$ cat src/hdl/pre_pkg.sv
// Shared constants and types for the phasing rate estimator.
`timescale 1ns / 1ps

package pre_pkg;

    localparam int CH        = 4;
    localparam int CH_W      = $clog2(CH);
    localparam int IN_W      = 16;
    localparam int SUM_W     = 32;
    localparam int CNT_W     = 17;
    localparam int FRAC_W    = 8;
    localparam int MEAN_W    = IN_W + FRAC_W;
    localparam int DIVD_W    = SUM_W + FRAC_W;
    localparam int EST_W     = 25;
    localparam int D_W       = MEAN_W + 3;
    localparam int DIV_STEPS = DIVD_W;
    localparam int DIV_CNT_W = $clog2(DIV_STEPS);
    localparam int SEQ_W     = CH_W + 1;

    localparam logic [SUM_W-1:0]  SUM_MAX  = {SUM_W{1'b1}};
    localparam logic [CNT_W-1:0]  CNT_MAX  = {CNT_W{1'b1}};
    localparam logic [MEAN_W-1:0] MEAN_MAX = {{IN_W{1'b1}}, {FRAC_W{1'b0}}};

    // Status of the shared divider as seen by the sequencer.
    typedef struct packed {
        logic busy;
        logic done;
    } div_status_t;

endpackage

$ cat src/hdl/pre_div.sv
// Restoring divider that retires one quotient bit per cycle.
`timescale 1ns / 1ps

module pre_div
    import pre_pkg::*;
(
    input  logic              clk,
    input  logic              rst_n,
    input  logic              start,
    input  logic [DIVD_W-1:0] dividend,
    input  logic [CNT_W-1:0]  divisor,
    output logic [DIVD_W-1:0] quotient,
    output div_status_t       status
);

    logic                 busy_reg;
    logic                 done_reg;
    logic [DIV_CNT_W-1:0] step_reg;
    logic [CNT_W-1:0]     rem_reg;
    logic [CNT_W-1:0]     rem_next;
    logic [DIVD_W-1:0]    quo_reg;
    logic [DIVD_W-1:0]    quo_next;
    logic [CNT_W-1:0]     dsr_reg;
    logic [CNT_W:0]       shifted;
    logic [CNT_W:0]       diff;
    logic                 take;

    always_comb
    begin
        shifted = {rem_reg, quo_reg[DIVD_W-1]};
        diff    = shifted - {1'b0, dsr_reg};
        take    = shifted >= {1'b0, dsr_reg};
        // The partial remainder stays below the divisor, so it fits CNT_W bits.
        rem_next = take ? diff[CNT_W-1:0] : shifted[CNT_W-1:0];
        quo_next = {quo_reg[DIVD_W-2:0], take};
    end

    always_ff @(posedge clk or negedge rst_n)
    begin
        if (!rst_n)
        begin
            busy_reg <= 1'b0;
            done_reg <= 1'b0;
            step_reg <= '0;
        end
        else if (start)
        begin
            busy_reg <= 1'b1;
            done_reg <= 1'b0;
            step_reg <= '0;
        end
        else if (busy_reg)
        begin
            if (step_reg == DIV_CNT_W'(DIV_STEPS - 1))
            begin
                busy_reg <= 1'b0;
                done_reg <= 1'b1;
            end
            else
            begin
                step_reg <= step_reg + 1'b1;
            end
        end
        else
        begin
            done_reg <= 1'b0;
        end
    end

    always_ff @(posedge clk)
    begin
        if (start)
        begin
            rem_reg <= '0;
            quo_reg <= dividend;
            dsr_reg <= divisor;
        end
        else if (busy_reg)
        begin
            rem_reg <= rem_next;
            quo_reg <= quo_next;
        end
    end

    assign quotient    = quo_reg;
    assign status.busy = busy_reg;
    assign status.done = done_reg;

endmodule

$ cat src/hdl/phasing_rate_estimator.sv
// Top level of the phasing rate estimator: accumulators, sequencer and stream ports.
// An item with tlast low is folded into the accumulators; such items are taken every
// cycle while the block is in its idle state. An item with tlast high is folded in, then
// the eight channel means go one after another through the shared divider (a mean with
// a zero count skips it); no input item is taken meanwhile. The asynchronous reset
// clears mode and all accumulators at once; no clearing pass is needed.
`timescale 1ns / 1ps

module phasing_rate_estimator
    import pre_pkg::*;
(
    input  logic         clk,
    input  logic         rst_n,
    input  logic         cfg_we,
    input  logic         cfg_wdata,
    input  logic         s_tvalid,
    output logic         s_tready,
    // current_ch0, current_ch1, current_ch2, current_ch3,
    // neighbour_ch0, neighbour_ch1, neighbour_ch2, neighbour_ch3
    input  logic [127:0] s_tdata,
    input  logic         s_tlast,
    output logic         m_tvalid,
    input  logic         m_tready,
    // estimate, zero padding above
    output logic [31:0]  m_tdata
);

    typedef enum logic [3:0] {
        S_IDLE   = 4'b0001,
        S_START  = 4'b0010,
        S_WAIT   = 4'b0100,
        S_FINISH = 4'b1000
    } state_t;

    state_t                         state_reg;
    state_t                         state_next;
    logic                           mode_reg;
    logic [CH-1:0][SUM_W-1:0]       lag_sum_reg;
    logic [CH-1:0][SUM_W-1:0]       lag_sum_next;
    logic [CH-1:0][CNT_W-1:0]       lag_count_reg;
    logic [CH-1:0][CNT_W-1:0]       lag_count_next;
    logic [CH-1:0][SUM_W-1:0]       background_sum_reg;
    logic [CH-1:0][SUM_W-1:0]       background_sum_next;
    logic [CH-1:0][CNT_W-1:0]       background_count_reg;
    logic [CH-1:0][CNT_W-1:0]       background_count_next;
    logic [SEQ_W-1:0]               seq_reg;
    logic [SEQ_W-1:0]               seq_next;
    logic signed [D_W-1:0]          d_reg;
    logic signed [D_W-1:0]          d_next;
    logic                           m_tvalid_reg;
    logic [EST_W-1:0]               m_est_reg;

    logic [CH-1:0][IN_W-1:0]        cur;
    logic [CH-1:0][IN_W-1:0]        nb;
    logic [CH_W-1:0]                cur_base;
    logic [CH_W-1:0]                nb_base;
    logic                           in_acc;
    logic                           out_load;
    logic                           clear_acc;
    logic [CH_W-1:0]                sel_ch;
    logic                           sel_bg;
    logic [SUM_W-1:0]               sel_sum;
    logic [CNT_W-1:0]               sel_cnt;
    logic                           div_start;
    logic [DIVD_W-1:0]              div_dividend;
    logic [CNT_W-1:0]               div_divisor;
    logic [DIVD_W-1:0]              div_quotient;
    div_status_t                    div_status;
    logic [MEAN_W-1:0]              mean;
    logic signed [D_W-1:0]          mean_s;
    logic signed [D_W-1:0]          d_round;

    function automatic logic [CH_W-1:0] pick_max(input logic [CH-1:0][IN_W-1:0] x);
        logic [CH_W-1:0] best;
        best = '0;
        for (int k = 1; k < CH; k++)
        begin
            if (x[k] > x[best])
            begin
                best = CH_W'(k);
            end
        end
        return best;
    endfunction

    function automatic logic [SUM_W-1:0] sat_add(input logic [SUM_W-1:0] s,
                                                 input logic [IN_W-1:0]  v);
        logic [SUM_W:0] t;
        t = {1'b0, s} + {{(SUM_W + 1 - IN_W){1'b0}}, v};
        return t[SUM_W] ? SUM_MAX : t[SUM_W-1:0];
    endfunction

    function automatic logic [CNT_W-1:0] sat_inc(input logic [CNT_W-1:0] c);
        return (c == CNT_MAX) ? c : c + 1'b1;
    endfunction

    always_comb
    begin
        for (int k = 0; k < CH; k++)
        begin
            cur[k] = s_tdata[k*IN_W +: IN_W];
            nb[k]  = s_tdata[(CH + k)*IN_W +: IN_W];
        end
        cur_base = pick_max(cur);
        nb_base  = pick_max(nb);
    end

    assign s_tready  = (state_reg == S_IDLE);
    assign in_acc    = s_tvalid && s_tready;
    assign out_load  = (state_reg == S_FINISH) && (!m_tvalid_reg || m_tready);
    assign clear_acc = out_load;

    always_comb
    begin
        lag_sum_next          = lag_sum_reg;
        lag_count_next        = lag_count_reg;
        background_sum_next   = background_sum_reg;
        background_count_next = background_count_reg;
        if (clear_acc)
        begin
            lag_sum_next          = '0;
            lag_count_next        = '0;
            background_sum_next   = '0;
            background_count_next = '0;
        end
        else if (in_acc)
        begin
            for (int k = 0; k < CH; k++)
            begin
                if ((cur_base != nb_base) && (CH_W'(k) == nb_base))
                begin
                    lag_sum_next[k]   = sat_add(lag_sum_reg[k], cur[k]);
                    lag_count_next[k] = sat_inc(lag_count_reg[k]);
                end
                if ((CH_W'(k) != cur_base) && (CH_W'(k) != nb_base))
                begin
                    background_sum_next[k]   = sat_add(background_sum_reg[k], cur[k]);
                    background_count_next[k] = sat_inc(background_count_reg[k]);
                end
            end
        end
    end

    // The sequence index walks the lag means first, then the background means.
    assign sel_ch  = seq_reg[CH_W-1:0];
    assign sel_bg  = seq_reg[SEQ_W-1];
    assign sel_sum = sel_bg ? background_sum_reg[sel_ch] : lag_sum_reg[sel_ch];
    assign sel_cnt = sel_bg ? background_count_reg[sel_ch] : lag_count_reg[sel_ch];

    assign div_dividend = {sel_sum, {FRAC_W{1'b0}}};
    assign div_divisor  = sel_cnt;

    assign mean   = (div_quotient > {{(DIVD_W - MEAN_W){1'b0}}, MEAN_MAX})
                    ? MEAN_MAX : div_quotient[MEAN_W-1:0];
    assign mean_s = $signed({{(D_W - MEAN_W){1'b0}}, mean});

    always_comb
    begin
        state_next = state_reg;
        seq_next   = seq_reg;
        d_next     = d_reg;
        div_start  = 1'b0;
        unique case (state_reg)
            S_IDLE:
            begin
                if (in_acc && s_tlast)
                begin
                    state_next = S_START;
                    seq_next   = '0;
                    d_next     = '0;
                end
            end
            S_START:
            begin
                if (sel_cnt != '0)
                begin
                    div_start  = 1'b1;
                    state_next = S_WAIT;
                end
                else if (seq_reg == {SEQ_W{1'b1}})
                begin
                    state_next = S_FINISH;
                end
                else
                begin
                    seq_next = seq_reg + 1'b1;
                end
            end
            S_WAIT:
            begin
                if (div_status.done)
                begin
                    d_next = sel_bg ? d_reg - mean_s : d_reg + mean_s;
                    if (seq_reg == {SEQ_W{1'b1}})
                    begin
                        state_next = S_FINISH;
                    end
                    else
                    begin
                        seq_next   = seq_reg + 1'b1;
                        state_next = S_START;
                    end
                end
            end
            S_FINISH:
            begin
                if (out_load)
                begin
                    state_next = S_IDLE;
                end
            end
            default:
            begin
                state_next = S_IDLE;
            end
        endcase
    end

    // Adding two and shifting right by two rounds to nearest, ties upward.
    assign d_round = d_reg + D_W'(2);

    pre_div u_div (
        .clk      (clk),
        .rst_n    (rst_n),
        .start    (div_start),
        .dividend (div_dividend),
        .divisor  (div_divisor),
        .quotient (div_quotient),
        .status   (div_status)
    );

    always_ff @(posedge clk or negedge rst_n)
    begin
        if (!rst_n)
        begin
            state_reg            <= S_IDLE;
            mode_reg             <= 1'b0;
            lag_sum_reg          <= '0;
            lag_count_reg        <= '0;
            background_sum_reg   <= '0;
            background_count_reg <= '0;
            seq_reg              <= '0;
            m_tvalid_reg         <= 1'b0;
        end
        else
        begin
            state_reg            <= state_next;
            lag_sum_reg          <= lag_sum_next;
            lag_count_reg        <= lag_count_next;
            background_sum_reg   <= background_sum_next;
            background_count_reg <= background_count_next;
            seq_reg              <= seq_next;
            // The mode does not alter the math.
            if (cfg_we)
            begin
                mode_reg <= cfg_wdata;
            end
            if (out_load)
            begin
                m_tvalid_reg <= 1'b1;
            end
            else if (m_tready)
            begin
                m_tvalid_reg <= 1'b0;
            end
        end
    end

    always_ff @(posedge clk)
    begin
        d_reg <= d_next;
        if (out_load)
        begin
            m_est_reg <= d_round[D_W-1:2];
        end
    end

    assign m_tvalid = m_tvalid_reg;
    assign m_tdata  = {{(32 - EST_W){1'b0}}, m_est_reg};

    a_clear_after_result: assert property (@(posedge clk) disable iff (!rst_n)
        out_load |=> (lag_count_reg == '0) && (background_count_reg == '0)
                     && (lag_sum_reg == '0) && (background_sum_reg == '0))
        else $error("accumulators not cleared after a result");

    a_no_zero_divide: assert property (@(posedge clk) disable iff (!rst_n)
        div_start |-> (div_divisor != '0))
        else $error("divider started with an empty count");

    a_idle_div_quiet: assert property (@(posedge clk) disable iff (!rst_n)
        (state_reg == S_IDLE) |-> !div_status.busy && !div_status.done)
        else $error("divider active while the block takes items");

    a_done_in_wait: assert property (@(posedge clk) disable iff (!rst_n)
        div_status.done |-> (state_reg == S_WAIT))
        else $error("divider finished outside the wait state");

    a_mode_held_busy: assert property (@(posedge clk) disable iff (!rst_n)
        (state_reg == S_WAIT) && !cfg_we |=> $stable(mode_reg))
        else $error("mode changed without a write");

endmodule
$ cat config.mk
export PLATFORM = sky130hd
export DESIGN_NAME = phasing_rate_estimator
export DESIGN_NICKNAME = d
export VERILOG_FILES = /design/src/hdl/pre_pkg.sv /design/src/hdl/pre_div.sv /design/src/hdl/phasing_rate_estimator.sv
export SDC_FILE = /design/constraint.sdc
export NUM_CORES = 2
export LEC_CHECK = 0
export ABC_AREA = 0
export BUFFER_PORTS_ARGS = -buffer_cell sky130_fd_sc_hd__buf_2
export CAP_MARGIN = 10
export CORE_UTILIZATION = 43
export DETAILED_ROUTE_END_ITERATION = 12
export PLACE_DENSITY = 0.71
export SYNTH_ARGS = -nofsm -noshare
export SYNTH_HDL_FRONTEND = slang
export SYNTH_SLANG_ARGS = --single-unit
$ cat constraint.sdc
create_clock -name clk -period 6.3 [get_ports clk]
set_input_delay 0.63 -clock clk [delete_from_list [all_inputs] [get_ports clk]]
set_output_delay 0.63 -clock clk [all_outputs]
set_load 0.005 [all_outputs]
### Word level (Yosys, flattened, before mapping)

Index checks and enable logic that the tools add are counted.

| storage, ports and cells | value |
|---|---|
| register bits after elaboration | 534 |
| input port bits | 135 |
| output and inout bits | 34 |
| logic and storage cells | 249 |

| operators by class | value |
|---|---|
| add/sub/neg operators | 22 |
| order comparisons | 13 |
| equality and inequality tests | 39 |
| multiplexer cells | 97 |
| reduce and logical (&&, ||, !) cells | 50 |

Operator list:

| operator | number |
|---|---|
| $mux 32 | 19 |
| $mux 128 | 4 |
| $mux 17 | 20 |
| $mux 68 | 4 |
| $add 32x16->33 | 8 |
| $add 17x1->17 const B | 8 |
| $eq 17x17->1 const B | 8 |
| $bmux 16 s2 | 4 |
| $bmux 32 s2 | 2 |
| $gt 16x16->1 | 6 |
| $mux 27 | 3 |
| $mux 40 | 2 |
| $bmux 17 s2 | 2 |
| $mux 16 | 4 |
| $pmux 27 s2 | 1 |
| $gt 40x24->1 const B | 1 |
| $reduce_bool 2->1 | 14 |
| $add 27x25->27 | 1 |
| $add 27x3->27 const B | 1 |
| $reduce_and 3->1 | 9 |
| $sub 27x25->27 | 1 |
| $mux 24 | 1 |
| $mux 4 | 6 |
| $ne 2x2->1 const B | 11 |
| other kinds (32) | 81 |

### Depth between registers and ports, before layout

| logic depth | value |
|---|---|
| depth in word-level cells | 15 |
| depth in mapped cells | 33 |
| depth with buffers taken out | 26 |

### Cells and area by module

From an unflattened synthesis, not the netlist that was laid out.

| unflattened totals | value |
|---|---|
| cells, all modules | 4,378 |
| area total of the unflattened synthesis | 39,640.5 um^2 |

By module, submodules not included:

| module | instances | cells an instance | area each (um^2) |
|---|---|---|---|
| phasing_rate_estimator | 1 | 4,011 | 35,288.8 |
| pre_div | 1 | 367 | 4,351.7 |

### Worst setup path after synthesis

OpenSTA, ideal clock, no wires.

| timing path | value |
|---|---|
| path type | input-to-reg |
| start | input port s_tdata[1] |
| end | register lag_count_reg[32] in the netlist's numbering |
| data arrival time | 7.552 ns |
| required time | 6.160 ns |
| slack | -1.391 ns |
| stages on the path | 29 |
| path buffers | 6 |
| cell sequence | inv_1 > ha_1 > nor2b_1 > o211ai_1 > a2111oi_0 > a211oi_1 > a21o_1 > clkbuf_1 > clkbuf_1 > mux2i_1 > ha_1 > nand4_1 > or4_1 > or3_4 > nand2_1 > clkbuf_1 > clkbuf_1 > o21ai_0 > ha_1 > nand2_1 > or4_1 > or3_1 > nand2_1 > o21ai_0 > or3_1 > clkbuf_1 > buf_2 > o311ai_0 > o41ai_1 |

| between the ends | value |
|---|---|
| longest elaborated chain between the ends | 14 |

RTL lines:

| element | RTL line | RTL |
|---|---|---|
| start: declaration | phasing_rate_estimator.sv:20 | `input logic [127:0] s_tdata,` |
| $gt 16x16->1 | phasing_rate_estimator.sv:78 | `if (x[k] > x[best])` |
| $mux 1 | phasing_rate_estimator.sv:78 |  |
| $bmux 16 s2 | phasing_rate_estimator.sv:78 |  |
| $mux 16 (implied by the code) | phasing_rate_estimator.sv:78 |  |
| $gt 16x16->1 | phasing_rate_estimator.sv:78 |  |
| $mux 2 | phasing_rate_estimator.sv:78 |  |
| $bmux 16 s2 | phasing_rate_estimator.sv:78 |  |
| $mux 16 (implied by the code) | phasing_rate_estimator.sv:78 |  |
| $gt 16x16->1 | phasing_rate_estimator.sv:78 |  |
| $mux 2 (*) | phasing_rate_estimator.sv:78 |  |
| $ne 2x2->1 (*) | phasing_rate_estimator.sv:130 | `if ((cur_base != nb_base) && (CH_W'(k) == nb_base))` |
| $logic_and 1x1->1 (*) | phasing_rate_estimator.sv:130 |  |
| $reduce_bool 2->1 (no source line) (*) | - |  |
| $reduce_and 3->1 (no source line) (*) | - |  |
| end signal: assignment | phasing_rate_estimator.sv:249 | `lag_count_reg <= lag_count_next;` |
| end: declaration | phasing_rate_estimator.sv:40 | `logic [CH-1:0][CNT_W-1:0] lag_count_reg;` |

Every way passes the cells marked *; elsewhere a longest branch is shown, timed or not. The select of a mux whose other input is x is not followed.
A chain may end at the register's enable or synchronous reset.

### Worst setup path in the final report

| timing path | value |
|---|---|
| start | input port s_tdata[10] |
| end | register lag_sum_reg[91] in the netlist's numbering |

| between the ends | value |
|---|---|
| longest elaborated chain between the ends | 14 |

RTL lines:

| element | RTL line | RTL |
|---|---|---|
| $gt 16x16->1 | phasing_rate_estimator.sv:78 |  |
| $mux 1 | phasing_rate_estimator.sv:78 |  |
| $bmux 16 s2 | phasing_rate_estimator.sv:78 |  |
| $mux 16 (implied by the code) | phasing_rate_estimator.sv:78 |  |
| $gt 16x16->1 | phasing_rate_estimator.sv:78 |  |
| $mux 2 | phasing_rate_estimator.sv:78 |  |
| $bmux 16 s2 | phasing_rate_estimator.sv:78 |  |
| $mux 16 (implied by the code) | phasing_rate_estimator.sv:78 |  |
| $gt 16x16->1 | phasing_rate_estimator.sv:78 |  |
| $mux 2 (*) | phasing_rate_estimator.sv:78 |  |
| $ne 2x2->1 (*) | phasing_rate_estimator.sv:130 |  |
| $logic_and 1x1->1 (*) | phasing_rate_estimator.sv:130 |  |
| $reduce_bool 2->1 (no source line) (*) | - |  |
| $reduce_and 2->1 (no source line) (*) | - |  |
| end signal: assignment | phasing_rate_estimator.sv:248 | `lag_sum_reg <= lag_sum_next;` |
| end: declaration | phasing_rate_estimator.sv:38 | `logic [CH-1:0][SUM_W-1:0] lag_sum_reg;` |

Marked as above.

==> out/results.tsv <==
stage	metric	value	unit
global_route	antenna_found_initial	3	
sta	setup_viol	9	
synth	synthDistinctLibCells	97	
sta	hold_ws	0.300	ns
routing	via_per_inst	6.23	
power_and_ir_drop	switching_share	42.1	%
clocking	cts.sinks	534	
sta	tns	-0.171	ns
worst_setup_path	start_kind	input pin	
synth	syn_area	39600	sq um
cells_and_area	mostFrequentLayoutCells	dfrtp_1 (404), nand2_1 (366), nor2_1 (333), a21oi_1 (310), ha_1 (265)	
global_route	grt_pass1_vias	34168	
clocking	clock-root-buffer	clkbuf_16	
sta	hold_violations	0	
cells_and_area	syn_to_final_growth	21.3	%
floorplan	die_area	93400	sq um
floorplan	fp.dieH	306	um
floorplan	core_area	90700	sq um
power_and_ir_drop	ir_worst_vdd	0.000266	V
sta	layout_setup_ws	-0.0443	ns
sta	fmax	158	MHz
clocking	clk-insertion-delay-late	0.66	ns
routing	antenna_left	0	
routing	drt-initial-drc-count	3537	
sta	slew_viol_final	0	
clocking	clock_path_buffers	3	
cells_and_area	layout.cells.most_common	dfrtp_1	
cells_and_area	nets	5079	
worst_setup_path	critical-path-top-delay-family	simple AND/OR/NAND/NOR gates	
clocking	path_clk_slew	0.06	ns
placed_design	hpwl	93700	um
global_route	grt_max_degree	168	
placed_design	port_buffers	159	
worst_setup_path	cp_slowest_cell	a2111o_2	
worst_setup_path	crit_top_cell	buf_6	
floorplan	start_util	43.7	%
power_and_ir_drop	combPwrFrac	49.4	%
synth	synthArstFlopShare	76.4	%
power_and_ir_drop	power_density	386	nW/um^2
routing	detail_route.drc_violations	0	
routing	first_pass_iters	6	
synth	synth_cells	4326	
synth	yosys_warnings	0	
power_and_ir_drop	p_total	18.5	mW
clocking	cts_max_level	2	
synth	synth_edf_count	101	
floorplan	ios	169	
floorplan	die_w	306	um
global_route	grt_use_total	25.9	%
routing	via_count	36588	
worst_setup_path	cp_num_cells	30	
sta	min_period	6.34	ns
sta	slew_headroom	21.7	%
routing	wire_per_inst	21.7	um
placed_design	placed_area	43600	sq um
sta	finalCritPeriodShare	101	%
power_and_ir_drop	power_leakage	20.6	nW
floorplan	rows	110	
min_path	hold_path_class	in2reg	
synth	seq_area_frac_synth	34.7	%
worst_setup_path	ff2ff_path_depth	20	
worst_setup_path	slowest_delay	0.56	ns
worst_setup_path	cp.arrival	6.90	ns
placed_design	gp_congestion	1.02	
job	cap_violations	0	
worst_setup_path	critical_path_class	in2reg	
routing	drt_wl_total	128000	um
power_and_ir_drop	switching_power	7.80	mW
power_and_ir_drop	p_seq_share	30.9	%
power_and_ir_drop	p_clk_share	19.7	%
outcome	status	complete, but fails checks	
synth	avgSynthCellArea	9.16	sq um
power_and_ir_drop	internal-power	10.7	mW
sta	rsz0062_at_grt	yes	
cells_and_area	postLayoutCellArea	48100	sq um
synth	ys_seq_elements	534	
outcome	violations	negative setup slack	
global_route	grt_pass1_wl	191000	um
worst_setup_path	critPathCaptureType	register	
synth	synth_ff_type	dfrtp_1	
sta	finClkSkew	0.0334	ns
worst_setup_path	cp.required	6.86	ns
clocking	cts_buffers	60	
cells_and_area	drive_above_1_share	21.2	%
min_path	hold_depth	4	
clocking	cts_tree	done	
worst_setup_path	worst-path-buf-inv	9	
global_route	grt-ovfl-total	0	
worst_setup_path	crit_fanout	7	
sta	worst_pin_slew	1.17	ns
[per-stage QoR]
| stage | setup WS, ns | util (%) | cells |
|---|---|---|---|
| final | -0.0443 | 53.0 | 5876 |
| after detailed placement | -1.01 | 48.1 | 5707 |
| after CTS | 0.00784 | 50.6 | 5831 |
| after floorplan | -0.418 | - | 4332 |
| after global placement | -0.802 | 48.1 | 5707 |
| after global routing | -0.176 | 53.0 | 5874 |
[final timing paths]
kind | endpoint | start | slack (ns)
setup / recovery | lag_sum_reg[91]$_DFFE_PN0P_ | s_tdata[10] | -0.04
hold / removal | state_reg[3]$_DFFE_PN0P_ | m_tready | 0.30
setup reg to reg | d_reg[25]$_SDFFCE_PP0P_ | u_div.quotient[8]$_DFFE_PP_ | 0.56
hold reg to reg | state_reg[2]$_DFFE_PN0P_ | u_div.done_reg$_DFFE_PN0P_ | 0.51
max in group asynchronous | background_sum_reg[3]$_DFFE_PN0P_ | rst_n | 4.51
min in group asynchronous | state_reg[2]$_DFFE_PN0P_ | rst_n | 0.50
[cells by family after synthesis]
group / after synthesis / synth area share, %
flip-flops: 534 / 34.7
XOR/XNOR: 254 / 5.61
adder cells (fa/ha/maj): 298 / 9.60
buffers and inverters: 376 / 3.77
AND/OR/NAND/NOR: 1482 / 18.8
other: 1 / 0.00946
multiplexers: 225 / 8.84
AO/OA/AOI/OAI: 1156 / 18.7
[synth_stat cells, types with 38 or more instances]
cell,instances,share of area (%)
dfrtp_1,407,26
nand2_1,375,3.6
nor2_1,344,3.3
a21oi_1,330,4.2
ha_1,288,9.1
o21ai_0,273,3.4
clkbuf_1,175,1.7
nand3_1,166,2.1
xnor2_1,164,3.6
inv_1,152,1.4
mux2i_1,108,2.7
edfxtp_1,101,7.7
nor3_1,101,1.3
mux4_2,98,5.6
and3_1,96,1.5
xor2_1,90,2.0
a31oi_1,88,1.4
a21o_1,76,1.4
nand4_1,71,1.1
nor4_1,71,1.1
nand2b_1,41,0.65
a211oi_1,38,0.72
[area by class of cell]
class | instances | area, sq um
repair buffers | 473 | 3990
flip-flops and latches | 534 | 13800
fillers | 7831 | 42600
clock inverters | 31 | 323
well taps | 1176 | 1470
clock buffers | 83 | 1710
multi-input cells | 3423 | 26200
inverters | 154 | 591
diodes | 2 | 5.00
[power by group through the flow]
stage                     Sequential, mW  Combinational (mW)  Clock [mW]
after floorplan                     5.21                6.54           0
after global routing                5.83                10.1        3.83
after detailed placement            5.73                8.51           0
after global placement              5.69                8.30           0
after CTS                           5.68                8.59        3.71
final                               5.73                9.17        3.65
[metal layers]
layer	global-route usage (%)	wire (um)	vias to the layer above
met4	8.45	4510	2
li1	-	-	16924
met3	4.35	12400	270
met2	41.2	58200	1592
met5	0	11	-
met1	35.8	52600	17800
[what timing repair did]
action,CTS,global route
endpoints found under the setup margin,230,342
gates cloned,0,14
hold buffers,1,0
pin swaps,8,126
buffers inserted,9,35
hold endpoints to repair,57,0
resized for setup,22,365
[worst register-to-register path, cell delays in order (launching register included)]
cell      delay (ns)
edfxtp_1        0.59
nand4_1         0.18
nor4_2          0.55
a21oi_1         0.22
nand2_1         0.15
ha_1            0.32
nand4_1         0.21
or3_1           0.42
nor3_1          0.35
and2_1          0.21
o21ai_0         0.09
o311a_1         0.15
ha_1            0.36
a21oi_1         0.17
nor2b_1         0.07
or4_1           0.44
a211oi_1        0.32
nor3_1          0.12
o21ai_0         0.28
mux2i_1         0.22
nand2_1         0.06
No activity file was read; power rests on OpenSTA's default activity.
